## config.mk

```make
export PLATFORM = sky130hd
export DESIGN_NAME = distance_vector_route_table_top
export DESIGN_NICKNAME = d
export VERILOG_FILES = /design/src/hdl/dvrt_pkg.sv /design/src/hdl/dvrt_ctrl.sv /design/src/hdl/dvrt_dpath.sv /design/src/hdl/distance_vector_route_table_top.sv
export SDC_FILE = /design/constraint.sdc
export NUM_CORES = 2
export LEC_CHECK = 0
export BUFFER_PORTS_ARGS = -buffer_cell sky130_fd_sc_hd__buf_2
export CAP_MARGIN = 20
export CORE_UTILIZATION = 65
export DETAILED_ROUTE_END_ITERATION = 8
export GPL_ROUTABILITY_DRIVEN = 1
export HOLD_SLACK_MARGIN = 0.1
export PLACE_DENSITY = 0.84
export SLEW_MARGIN = 5
export SYNTH_ARGS = -nofsm -noshare
export SYNTH_HDL_FRONTEND = slang
export SYNTH_SLANG_ARGS = --single-unit
```

## constraint.sdc

```tcl
create_clock -name clk -period 12.27 [get_ports clk]
set_clock_uncertainty 0.05 [all_clocks]
set_input_delay 0.6135 -clock clk [delete_from_list [all_inputs] [get_ports clk]]
set_output_delay 0.6135 -clock clk [all_outputs]
set_load 0.03 [all_outputs]
```

## src/hdl/dvrt_pkg.sv

```systemverilog
// ----------------------------------------------------------------------------
// Route table package
// Types and constants shared by the route table controller, datapath and top.
// ----------------------------------------------------------------------------
package dvrt_pkg;

  localparam int ENTRIES   = 32;
  localparam int IDX_BITS  = $clog2(ENTRIES);
  localparam int CNT_BITS  = $clog2(ENTRIES + 1);
  localparam int ADDR_BITS = 16;
  localparam int HOP_BITS  = 8;
  localparam int REQ_BITS  = 3;

  localparam logic [HOP_BITS-1:0]  HOP_MAX    = {HOP_BITS{1'b1}};
  localparam logic [HOP_BITS-1:0]  HOP_ONE    = HOP_BITS'(1);
  localparam logic [ADDR_BITS-1:0] ADDR_BCAST = {ADDR_BITS{1'b1}};

  localparam logic [REQ_BITS-1:0] REQ_LOOKUP = 3'd0;
  localparam logic [REQ_BITS-1:0] REQ_ADVERT = 3'd1;
  localparam logic [REQ_BITS-1:0] REQ_ADD    = 3'd2;
  localparam logic [REQ_BITS-1:0] REQ_REMOVE = 3'd3;
  localparam logic [REQ_BITS-1:0] REQ_CLEAR  = 3'd4;

  typedef struct packed {
    logic [REQ_BITS-1:0]  req_type;
    logic [ADDR_BITS-1:0] dest_node;
    logic [ADDR_BITS-1:0] neighbor_node;
    logic [HOP_BITS-1:0]  hop_value;
    logic                 first_of_advert;
  } req_t;

  typedef struct packed {
    logic                 found;
    logic [ADDR_BITS-1:0] next_hop;
    logic [HOP_BITS-1:0]  hop_count;
    logic                 changed;
    logic                 table_full;
    logic [CNT_BITS-1:0]  entry_count;
  } rsp_t;

  typedef enum logic [2:0] {
    OP_NONE    = 3'd0,
    OP_NBR_INS = 3'd1,
    OP_ADVERT  = 3'd2,
    OP_ADD     = 3'd3,
    OP_REMOVE  = 3'd4,
    OP_CLEAR   = 3'd5
  } op_t;

  typedef struct packed {
    logic load;
    logic match_en;
    logic match_nbr;
    op_t  op;
    logic emit;
  } dp_cmd_t;

endpackage

```

## src/hdl/dvrt_ctrl.sv

```systemverilog
// ----------------------------------------------------------------------------
// Route table controller
// Sequences the match, update and result steps of each request.
// ----------------------------------------------------------------------------
module dvrt_ctrl (
  input  logic           clk,
  input  logic           rst,
  input  logic           start,
  input  dvrt_pkg::req_t request,
  output logic           busy,
  output dvrt_pkg::dp_cmd_t cmd
);
  import dvrt_pkg::*;

  typedef enum logic [6:0] {
    S_IDLE      = 7'b0000001,
    S_NBR_MATCH = 7'b0000010,
    S_NBR_ACT   = 7'b0000100,
    S_DST_MATCH = 7'b0001000,
    S_DST_ACT   = 7'b0010000,
    S_RES_MATCH = 7'b0100000,
    S_RES_OUT   = 7'b1000000
  } state_t;

  state_t              state;
  state_t              state_next;
  logic [REQ_BITS-1:0] req_type;
  logic                lookup_only;
  op_t                 dst_op;

  always_ff @(posedge clk) begin
    if (rst) begin
      state    <= S_IDLE;
      req_type <= REQ_LOOKUP;
    end else begin
      state <= state_next;
      if (state == S_IDLE && start) begin
        req_type <= request.req_type;
      end
    end
  end

  always_comb begin
    lookup_only = !(req_type inside {REQ_ADVERT, REQ_ADD, REQ_REMOVE, REQ_CLEAR});
    case (req_type)
      REQ_ADVERT: dst_op = OP_ADVERT;
      REQ_ADD:    dst_op = OP_ADD;
      REQ_REMOVE: dst_op = OP_REMOVE;
      REQ_CLEAR:  dst_op = OP_CLEAR;
      default:    dst_op = OP_NONE;
    endcase
  end

  always_comb begin
    state_next = state;
    case (state)
      S_IDLE: begin
        if (start) begin
          if (request.req_type == REQ_ADVERT && request.first_of_advert) begin
            state_next = S_NBR_MATCH;
          end else begin
            state_next = S_DST_MATCH;
          end
        end
      end
      S_NBR_MATCH: state_next = S_NBR_ACT;
      S_NBR_ACT:   state_next = S_DST_MATCH;
      S_DST_MATCH: state_next = lookup_only ? S_RES_OUT : S_DST_ACT;
      S_DST_ACT:   state_next = S_RES_MATCH;
      S_RES_MATCH: state_next = S_RES_OUT;
      S_RES_OUT:   state_next = S_IDLE;
      default:     state_next = S_IDLE;
    endcase
  end

  always_comb begin
    busy          = (state != S_IDLE);
    cmd.load      = (state == S_IDLE) && start;
    cmd.match_en  = (state == S_NBR_MATCH) || (state == S_DST_MATCH) ||
                    (state == S_RES_MATCH);
    cmd.match_nbr = (state == S_NBR_MATCH);
    cmd.emit      = (state == S_RES_OUT);
    case (state)
      S_NBR_ACT: cmd.op = OP_NBR_INS;
      S_DST_ACT: cmd.op = dst_op;
      default:   cmd.op = OP_NONE;
    endcase
  end

endmodule

```

## src/hdl/dvrt_dpath.sv

```systemverilog
// ----------------------------------------------------------------------------
// Route table datapath
// Holds the routes, matches a key against all entries and applies updates.
// ----------------------------------------------------------------------------
module dvrt_dpath (
  input  logic                           clk,
  input  logic                           rst,
  input  dvrt_pkg::dp_cmd_t              cmd,
  input  dvrt_pkg::req_t                 request,
  input  logic [dvrt_pkg::ADDR_BITS-1:0] own_address,
  output dvrt_pkg::rsp_t                 result,
  output logic                           result_valid
);
  import dvrt_pkg::*;

  logic [ENTRIES-1:0]   valid;
  logic [ADDR_BITS-1:0] dest_arr [ENTRIES];
  logic [ADDR_BITS-1:0] next_arr [ENTRIES];
  logic [HOP_BITS-1:0]  hops_arr [ENTRIES];
  logic [CNT_BITS-1:0]  count;
  logic                 changed;
  logic                 dropped;

  logic [ADDR_BITS-1:0] dest_r;
  logic [ADDR_BITS-1:0] nbr_r;
  logic [HOP_BITS-1:0]  hv_r;
  logic [HOP_BITS-1:0]  nh_r;

  logic [ENTRIES-1:0]   hit_vec;
  logic [ENTRIES-1:0]   free_vec;
  logic [IDX_BITS-1:0]  hit_idx;
  logic [IDX_BITS-1:0]  free_idx;
  logic                 hit_any;
  logic                 free_any;
  logic [ADDR_BITS-1:0] key;
  logic [ADDR_BITS-1:0] next_rd;
  logic [HOP_BITS-1:0]  hops_rd;

  logic                 ins;
  logic                 upd;
  logic                 rem;
  logic                 clr;
  logic                 chg_set;
  logic                 chg_clr;
  logic                 drop;
  logic [ADDR_BITS-1:0] dest_w;
  logic [ADDR_BITS-1:0] next_w;
  logic [HOP_BITS-1:0]  hops_w;
  logic [IDX_BITS-1:0]  wr_idx;

  assign key = cmd.match_nbr ? nbr_r : dest_r;

  always_comb begin
    hit_idx  = '0;
    free_idx = '0;
    for (int i = ENTRIES - 1; i >= 0; i--) begin
      if (hit_vec[i]) begin
        hit_idx = IDX_BITS'(i);
      end
      if (free_vec[i]) begin
        free_idx = IDX_BITS'(i);
      end
    end
  end

  assign hit_any  = |hit_vec;
  assign free_any = |free_vec;
  assign next_rd  = next_arr[hit_idx];
  assign hops_rd  = hops_arr[hit_idx];
  assign wr_idx   = ins ? free_idx : hit_idx;

  always_comb begin
    ins     = 1'b0;
    upd     = 1'b0;
    rem     = 1'b0;
    clr     = 1'b0;
    chg_set = 1'b0;
    chg_clr = 1'b0;
    drop    = 1'b0;
    dest_w  = dest_r;
    next_w  = nbr_r;
    hops_w  = nh_r;
    case (cmd.op)
      OP_NBR_INS: begin
        chg_clr = 1'b1;
        dest_w  = nbr_r;
        hops_w  = HOP_ONE;
        if (!hit_any) begin
          ins     = free_any;
          chg_set = free_any;
          drop    = !free_any;
        end
      end
      OP_ADVERT: begin
        if (dest_r != own_address) begin
          if (hit_any) begin
            upd     = (hops_rd > nh_r);
            chg_set = (hops_rd > nh_r);
          end else begin
            ins     = free_any;
            chg_set = free_any;
            drop    = !free_any;
          end
        end
      end
      OP_ADD: begin
        hops_w = hv_r;
        if (hit_any) begin
          upd = 1'b1;
        end else begin
          ins  = free_any;
          drop = !free_any;
        end
      end
      OP_REMOVE: rem = hit_any;
      OP_CLEAR:  clr = 1'b1;
      default: begin
      end
    endcase
  end

  always_ff @(posedge clk) begin
    if (cmd.load) begin
      dest_r <= request.dest_node;
      nbr_r  <= request.neighbor_node;
      hv_r   <= request.hop_value;
      nh_r   <= (request.hop_value == HOP_MAX) ? HOP_MAX : request.hop_value + HOP_ONE;
    end
    if (cmd.match_en) begin
      for (int i = 0; i < ENTRIES; i++) begin
        hit_vec[i] <= valid[i] && (dest_arr[i] == key);
      end
      free_vec <= ~valid;
    end
    if (ins || upd) begin
      next_arr[wr_idx] <= next_w;
      hops_arr[wr_idx] <= hops_w;
    end
    if (ins) begin
      dest_arr[wr_idx] <= dest_w;
    end
    if (cmd.emit) begin
      result.found       <= hit_any;
      result.next_hop    <= hit_any ? next_rd : ADDR_BCAST;
      result.hop_count   <= hit_any ? hops_rd : '0;
      result.changed     <= changed;
      result.table_full  <= dropped;
      result.entry_count <= count;
    end
  end

  always_ff @(posedge clk) begin
    if (rst) begin
      valid        <= '0;
      count        <= '0;
      changed      <= 1'b0;
      dropped      <= 1'b0;
      result_valid <= 1'b0;
    end else begin
      result_valid <= cmd.emit;
      if (cmd.load) begin
        dropped <= 1'b0;
      end else if (drop) begin
        dropped <= 1'b1;
      end
      if (chg_set) begin
        changed <= 1'b1;
      end else if (chg_clr) begin
        changed <= 1'b0;
      end
      if (clr) begin
        valid <= '0;
        count <= '0;
      end else if (ins) begin
        valid[free_idx] <= 1'b1;
        count           <= count + CNT_BITS'(1);
      end else if (rem) begin
        valid[hit_idx] <= 1'b0;
        count          <= count - CNT_BITS'(1);
      end
    end
  end

  a_count_bound: assert property (@(posedge clk) disable iff (rst)
    count <= CNT_BITS'(ENTRIES))
    else $error("Route count exceeds the table size.");

  a_count_valid: assert property (@(posedge clk) disable iff (rst)
    $countones(valid) == int'(count))
    else $error("Route count disagrees with the valid bits.");

  a_unique_hit: assert property (@(posedge clk) disable iff (rst)
    cmd.emit |-> $onehot0(hit_vec))
    else $error("A destination matched more than one entry.");

  a_full_drop: assert property (@(posedge clk) disable iff (rst)
    result_valid && result.table_full |-> result.entry_count == CNT_BITS'(ENTRIES))
    else $error("An insert was dropped while the table had room.");

endmodule

```

## src/hdl/distance_vector_route_table_top.sv

```systemverilog
// ----------------------------------------------------------------------------
// Distance-vector route table
// Route table with lookup, add, remove, clear and neighbor advertisements.
// ----------------------------------------------------------------------------
//  Channel   Handshake                      Payload
//  request   start high, busy low           request (req_t)
//  result    result_valid, one-cycle strobe result (rsp_t)
//  config    psel, penable, pwrite, pready  paddr, pwdata, prdata
//
//  A lookup or an unused request code runs a destination match, then output;
//  add, remove, clear and plain advertised entries update and rematch before
//  output, and the first advertised entry begins with a neighbor match and insert.
//  A new request is accepted on the cycle its predecessor's result is shown.
//  Reset clears all routes at once; no clearing pass is needed.
//  The result receiver cannot stall the block.
// ----------------------------------------------------------------------------
module distance_vector_route_table_top (
  input  logic           clk,
  input  logic           rst,
  input  logic           start,
  output logic           busy,
  input  dvrt_pkg::req_t request,
  output logic           result_valid,
  output dvrt_pkg::rsp_t result,
  input  logic           psel,
  input  logic           penable,
  input  logic           pwrite,
  input  logic [1:0]     paddr,
  input  logic [31:0]    pwdata,
  output logic [31:0]    prdata,
  output logic           pready
);
  import dvrt_pkg::*;

  localparam logic [1:0] REG_OWN_ADDR = 2'd0;

  logic [ADDR_BITS-1:0] own_address;
  dp_cmd_t              cmd;

  assign pready = 1'b1;
  assign prdata = (paddr == REG_OWN_ADDR) ? 32'(own_address) : '0;

  always_ff @(posedge clk) begin
    if (rst) begin
      own_address <= '0;
    end else if (psel && penable && pwrite && pready && paddr == REG_OWN_ADDR) begin
      own_address <= pwdata[ADDR_BITS-1:0];
    end
  end

  dvrt_ctrl u_ctrl (
    .clk     (clk),
    .rst     (rst),
    .start   (start),
    .request (request),
    .busy    (busy),
    .cmd     (cmd)
  );

  dvrt_dpath u_dpath (
    .clk          (clk),
    .rst          (rst),
    .cmd          (cmd),
    .request      (request),
    .own_address  (own_address),
    .result       (result),
    .result_valid (result_valid)
  );

endmodule

```

# Word level (Yosys, flattened, before mapping)
# Memory sizes are Yosys's and may differ from the RTL's. A register that Yosys moved wholly into a read port is not among the register bits.
# Cells that the tools add are included.
# op_classes
add_sub_neg,3
order_cmp,5
eq_ne,53
mux,105
bitwise,4
n_reduce_logical,53
# ops
op,n
== test 16 bit,32
2-to-1 mux 5 bit,65
2-to-1 mux 32 bit,2
inverter 32 bit,2
OR reduction 32 bit,2
2-to-1 mux 16 bit,3
one-hot mux 7 bit (6 select lines),1
logical AND 1 bit,39
AND 32 bit,1
bitwise OR 32 bit,1
2-to-1 mux 1 bit,20
!= test 16 bit,1
one-hot mux 8 bit (2 select lines),1
2-to-1 mux 7 bit,2
"== test 3 x 2 -> 1 bit, second input constant",4
"< comparator 5 x 6 -> 1 bit, second input constant",2
2-to-1 mux 6 bit,2
one-hot mux 3 bit (4 select lines),1
demux 1 bit (select 5 bit),2
"greater-or-equal comparator 5 x 1 -> 1 bit, second input constant",2
"== test 3 x 1 -> 1 bit, second input constant",3
"== test 3 bit, second input constant",3
"adder 8 x 1 -> 8 bit, second input constant",1
"== test 8 bit, second input constant",1
21 further kinds,30
# word_totals
reg_bits,196
mem_bits_rw,1280
in_bits,84
output_inout_bits,68
elab_cells,245
memories,3
# memory_table
memory,words,width,read_ports,rd_ports_with_merged_regs,wr,line,source
u_dpath.dest_arr,32,16,32,0,1,dvrt_dpath.sv:17,logic [ADDR_BITS-1:0] dest_arr [ENTRIES];
u_dpath.next_arr,32,16,1,1,1,dvrt_dpath.sv:18,logic [ADDR_BITS-1:0] next_arr [ENTRIES];
u_dpath.hops_arr,32,8,1,0,1,dvrt_dpath.sv:19,logic [HOP_BITS-1:0] hops_arr [ENTRIES];

# Logic depth before layout (Yosys ltp)
# depth
word_depth,40
mapped_depth,23
depth_no_buf,17

# Cells and area by module
# A second synthesis with hierarchy kept.
# unflattened
cells_unflattened,4004
area_unflattened_um2,60254.0
# by_module_without_submodules
mod,instances,cells_per_inst,area_each_um2,seq_area_each_um2
dvrt_dpath,1,3823,58630.0,43611.8
distance_vector_route_table_top,1,107,984.7,320.3
dvrt_ctrl,1,74,639.4,200.2

# Worst setup path before layout
# OpenSTA, ideal clock, no wires.
# synth_path
path_kind,reg2reg
start,register u_ctrl.state[6]
end,"register u_dpath.free_vec[0], enable pin"
setup_ns,0.577
arrival_ns,5.310
required_time_ns,11.643
slack_ns,6.333
path_stages_with_launch,4
n_path_buf,0
synth_period_minus_slack_ns,5.937
path_cell_list,dfxtp_1 nor4_1 nand2b_1 o21ai_0
# synth_lines
item,line,source
from (decl),dvrt_ctrl.sv:25,state_t state;
from (signal assigned),dvrt_ctrl.sv:36,state <= state_next;
to (signal assigned),dvrt_dpath.sv:133,free_vec <= ~valid;
to (decl),dvrt_dpath.sv:30,logic [ENTRIES-1:0] free_vec;

# Worst setup path after layout
# layout_path
start,register u_dpath.hit_vec[18]
end,"memory u_dpath.next_arr[5][7], enable pin"
# layout_via
elab_chain_cells,27
word_cells_on_any_way,33
cone_classes,order compare (1); mux (29); reduce/logical (2); memory (1)
# layout_rtl
item,line,source
from (decl),dvrt_dpath.sv:29,logic [ENTRIES-1:0] hit_vec;
"from (signal, indexed assignment)",dvrt_dpath.sv:131,hit_vec[i] <= valid[i] && (dest_arr[i] == key);
2-to-1 mux 5 bit (19 in a row),dvrt_dpath.sv:57,if (hit_vec[i]) begin
memory (32 x 8 bit),-,
net u_dpath.hops_rd[6],dvrt_dpath.sv:37,logic [HOP_BITS-1:0] hops_rd;
> comparator 8 bit,dvrt_dpath.sv:97,upd = (hops_rd > nh_r);
2-to-1 mux 1 bit,dvrt_dpath.sv:96,if (hit_any) begin
2-to-1 mux 1 bit,dvrt_dpath.sv:95,if (dest_r != own_address) begin
one-hot mux 1 bit (2 select lines),dvrt_dpath.sv:83,case (cmd.op)
logical OR 1 bit,dvrt_dpath.sv:135,if (ins || upd) begin
2-to-1 mux 1 bit,dvrt_dpath.sv:135,
2-to-1 mux 1 bit (implied by the code),dvrt_dpath.sv:136,next_arr[wr_idx] <= next_w;
to (decl),dvrt_dpath.sv:18,
# The timed path passes the listed nets, and every way through them passes these cells.

==> run summary <==
Outcome: completed
Clock-pin transition on the worst setup and hold timing paths: 70 ps
WP data required: 12,640 ps
Simple-Gate Fraction of Synth Area: 7.78%
Detailed-route via count: 40,500
P_int: 0.00851 W
CTS tree: done
Number of synthesized flops with an enable pin: 1,425
Avg Vias per Cell: 7.02
Leak: 22.1 nW
Psw: 0.00269 W
Pin count of the biggest net entering global routing: 79
Endpoints failing setup: 0
Maximum vdd ir drop: 0.000175 V
Worst-Skew Late Latency: 770 ps
Crit path arrival time: 9270 ps
Sequential share of power: 51.4%
Fmax: 0.112 GHz
Prevailing post-synth register cell: edfxtp_1
RSZ-0062 raised after global routing: no
Final WL: 181,000 um
Setup TNS: 0 ps
Slew headroom: 13.7%
Footprint of the multi-input gates: 16,300 um^2
Adder-Cell Fraction of Synth Area: 0.298%
CP Capture Type: register
Power share of the clock group: 39.6%
Mux contribution to synthesized area: 2.15%
Post-layout util: 74.5%
Synthesized area: 61,400 um^2
Register area: 44,100 um^2
Initial DRC count: 7,291
Compound-Gate Fraction of Synth Area: 7.84%
Final Cycle Share: 72.6%
Syn Area/Cell: 14.9 um^2
Setup CP Type: register to register
Post-synthesis xor/xnor area fraction: 7.68%
Largest family of logic cells by synthesized area: compound AO/OA/AOI/OAI gates
Remaining global-route overflow: 0
Layout cells sized above 1: 13.6%
PortBufs: 118
Count of different cell masters after synthesis: 90
Reg2reg setup slack: 3360 ps
Vias in the first global route: 40,000
Sequential fraction of the synthesis area: 71.9%
Antenna violations before repair: 4
Starting density of the core: 65.6%
Pre-Repair DR Iteration Count: 9
Flops & latches, synth: 1,492
CP max FO: 50
Hpwl dp: 98,500 um
Max Cap Viol: 0
I/O pin count: 152
Setup crit start kind: register
Post-route design area: 69,600 um^2
FP Rows: 112
Clock root cell: clkbuf_16
Overall global routing resource usage: 37.9%
YS warnings: 0
First-pass GRT wire length: 258,000 um
Min cycle time layout: 8910 ps
Pwr per Cell Area: 161 nW/um^2
H-tree depth: 4
Final hold viol count: 0
Clk sinks: 1,492
Combinational power share: 8.9%
Worst R2R Path Depth: 21
Routability cong.: 0.964
Placed Area: 64,200 um^2
Die width: 309 um
Number of remaining DRC errors: 0
CTS Buffer Depth: 3
Die Y: 309 um
Sw frac: 24.0%
RR Endpoint: u_dpath.next_arr[5][7]
Die area: 95,600 um^2
DR WL/cell: 31.4 um
Async set or reset register ratio after synthesis: 0%
Hold Crit Class: primary input to register
Core area: 93,500 um^2
Final #Nets: 4,493
Measured slew at the worst slew-check pin: 1290 ps
Mapped Cells: 4,120
Critical path destination: u_dpath.next_arr[5][7]
Max-slew violations: 0
Antenna-violating nets left: 0
Clock buffer count from CTS: 146
Crit. Startpoint: u_dpath.hit_vec[18]
Layout fillers: 5,077
Post-cts sizing count: 0
Area Growth Syn to Fin: 13.5%
Reg2reg start: u_dpath.hit_vec[18]
[flip-flops by register name, indices dropped and copies added, names as in the netlist, 3 cells and up]
signal	flops
u_dpath.dest_arr	512
u_dpath.next_arr	512
u_dpath.hops_arr	256
u_dpath.result	33
u_dpath.free_vec	32
u_dpath.hit_vec	32
u_dpath.valid	32
own_address	16
u_dpath.dest_r	16
u_dpath.nbr_r	16
u_dpath.hv_r	8
u_dpath.nh_r	8
u_ctrl.state	7
u_dpath.count	6
u_ctrl.req_type	3
[placed cells by master (no fill, tap or decap), drive strengths merged, types with 10 or more instances in the layout]
cell and count:
edfxtp 1425, xnor2 536, nand2 320, buf 270, clkbuf 181, nor2 158
nor4 139, inv 126, a21oi 116, mux2i 100, nor3 89, o21ai 80
nand4 71, dfxtp 67, nand3 65, o211ai 62, dlygate4sd3 59, clkinv 59
o22ai 51, a211oi 48, o221ai 39, a32o 38, and2 34, a222oi 33
mux2 28, a31oi 22, a32oi 20, conb 17, nand2b 16, a22oi 16
a2111oi 16, and3 13, a22o 13, ha 13, or4 12, o2111ai 12
o31ai 11, o2bb2ai 10, bufinv 10
[critical path, stage by stage (launching register included)]
cell       delay [ps]
edfxtp_1          460
or2_2             370
a2111oi_2         480
o41ai_4           160
buf_4             280
a211oi_4          270
buf_4             630
buf_4             670
mux2i_1           210
a32oi_1           310
nand4_1           250
nor3_1            380
ha_1              340
nand4_1           100
o22ai_1            80
a21oi_1           120
nand2_1            70
a211oi_1         1020
a211o_1           250
or3b_1            550
nor2_2            870
buf_4             480
[power by group through the flow]
stage,logic (W),registers (W),clock network (W)
after floorplan,0.000538,0.00589,0
after global placement,0.000897,0.00586,0
after detailed placement,0.000926,0.00586,0
after CTS,0.000953,0.00576,0.00441
after global routing,0.00102,0.00576,0.00461
final,0.000998,0.00576,0.00444
[routing by layer]
layer	vias up	wire length [um]	track usage, %
met5	-	7	0
met4	2	13500	25.6
met3	883	24600	8.82
met2	3759	84800	60.4
met1	19500	58200	46.5
li1	16300	-	-
[cells in the mapped netlist, types with 50 or more instances]
cell | instances | area share, %
inv_1 | 117 | 0.72
nand4_1 | 71 | 0.72
a21oi_1 | 116 | 0.95
nand2_1 | 318 | 1.9
nor4_1 | 132 | 1.3
dfxtp_1 | 67 | 2.2
xnor2_1 | 536 | 7.7
nor2_1 | 149 | 0.91
nand3_1 | 65 | 0.53
nor3_1 | 88 | 0.72
edfxtp_1 | 1425 | 70
o22ai_1 | 50 | 0.51
o211ai_1 | 60 | 0.73
clkbuf_1 | 149 | 0.91
mux2i_1 | 100 | 1.6
o21ai_0 | 75 | 0.61
[cells by family after synthesis]
kind of cell               count (synthesis)
other                                      2
and+or+nand+nor                          958
buffers and inverters                    336
xor gates and xnor gates                 538
AOI/OAI and AO/OA                        652
muxes                                    128
DFF                                     1492
adders and majority gates                 14
[timing repair]
| item | CTS | global route |
|---|---|---|
| hold buffers | 59 | 0 |
| buffers inserted | 0 | 0 |
| endpoints found under the hold margin | 60 | 0 |
[per-stage QoR]
stage,total power [W],setup slack [ps],hold WS (ps),cells
after global placement,0.00676,4170,364,5422
after CTS,0.0111,3840,159,5755
after floorplan,0.00642,6330,358,4135
after detailed placement,0.00679,4070,368,5433
final,0.0112,3360,187,5767
after global routing,0.0114,3460,182,5766
[final cells by class]
type	count	share of cell area (%)
Sequential cell	1492	63.4
Multi-Input combinational cell	2307	23.4
Clock buffer	181	5.65
Timing Repair Buffer	329	3.56
Tap cell	1254	2.25
Clock inverter	82	1.06
Inverter	119	0.642
Antenna cell	3	0.0108
[worst min path at each step]
stage | from | to | slack (ps) | depth (start not counted)
after detailed placement | u_dpath.dropped | u_dpath.result[6] | 370 | 0
final | start | u_ctrl.state[2] | 190 | 3
after floorplan | u_dpath.changed | u_dpath.result[7] | 360 | 0
after global placement | u_dpath.dropped | u_dpath.result[6] | 360 | 0
after CTS | start | u_ctrl.state[2] | 160 | 3
after global routing | start | u_ctrl.state[2] | 180 | 3
Power figures use the tool's default switching activity.
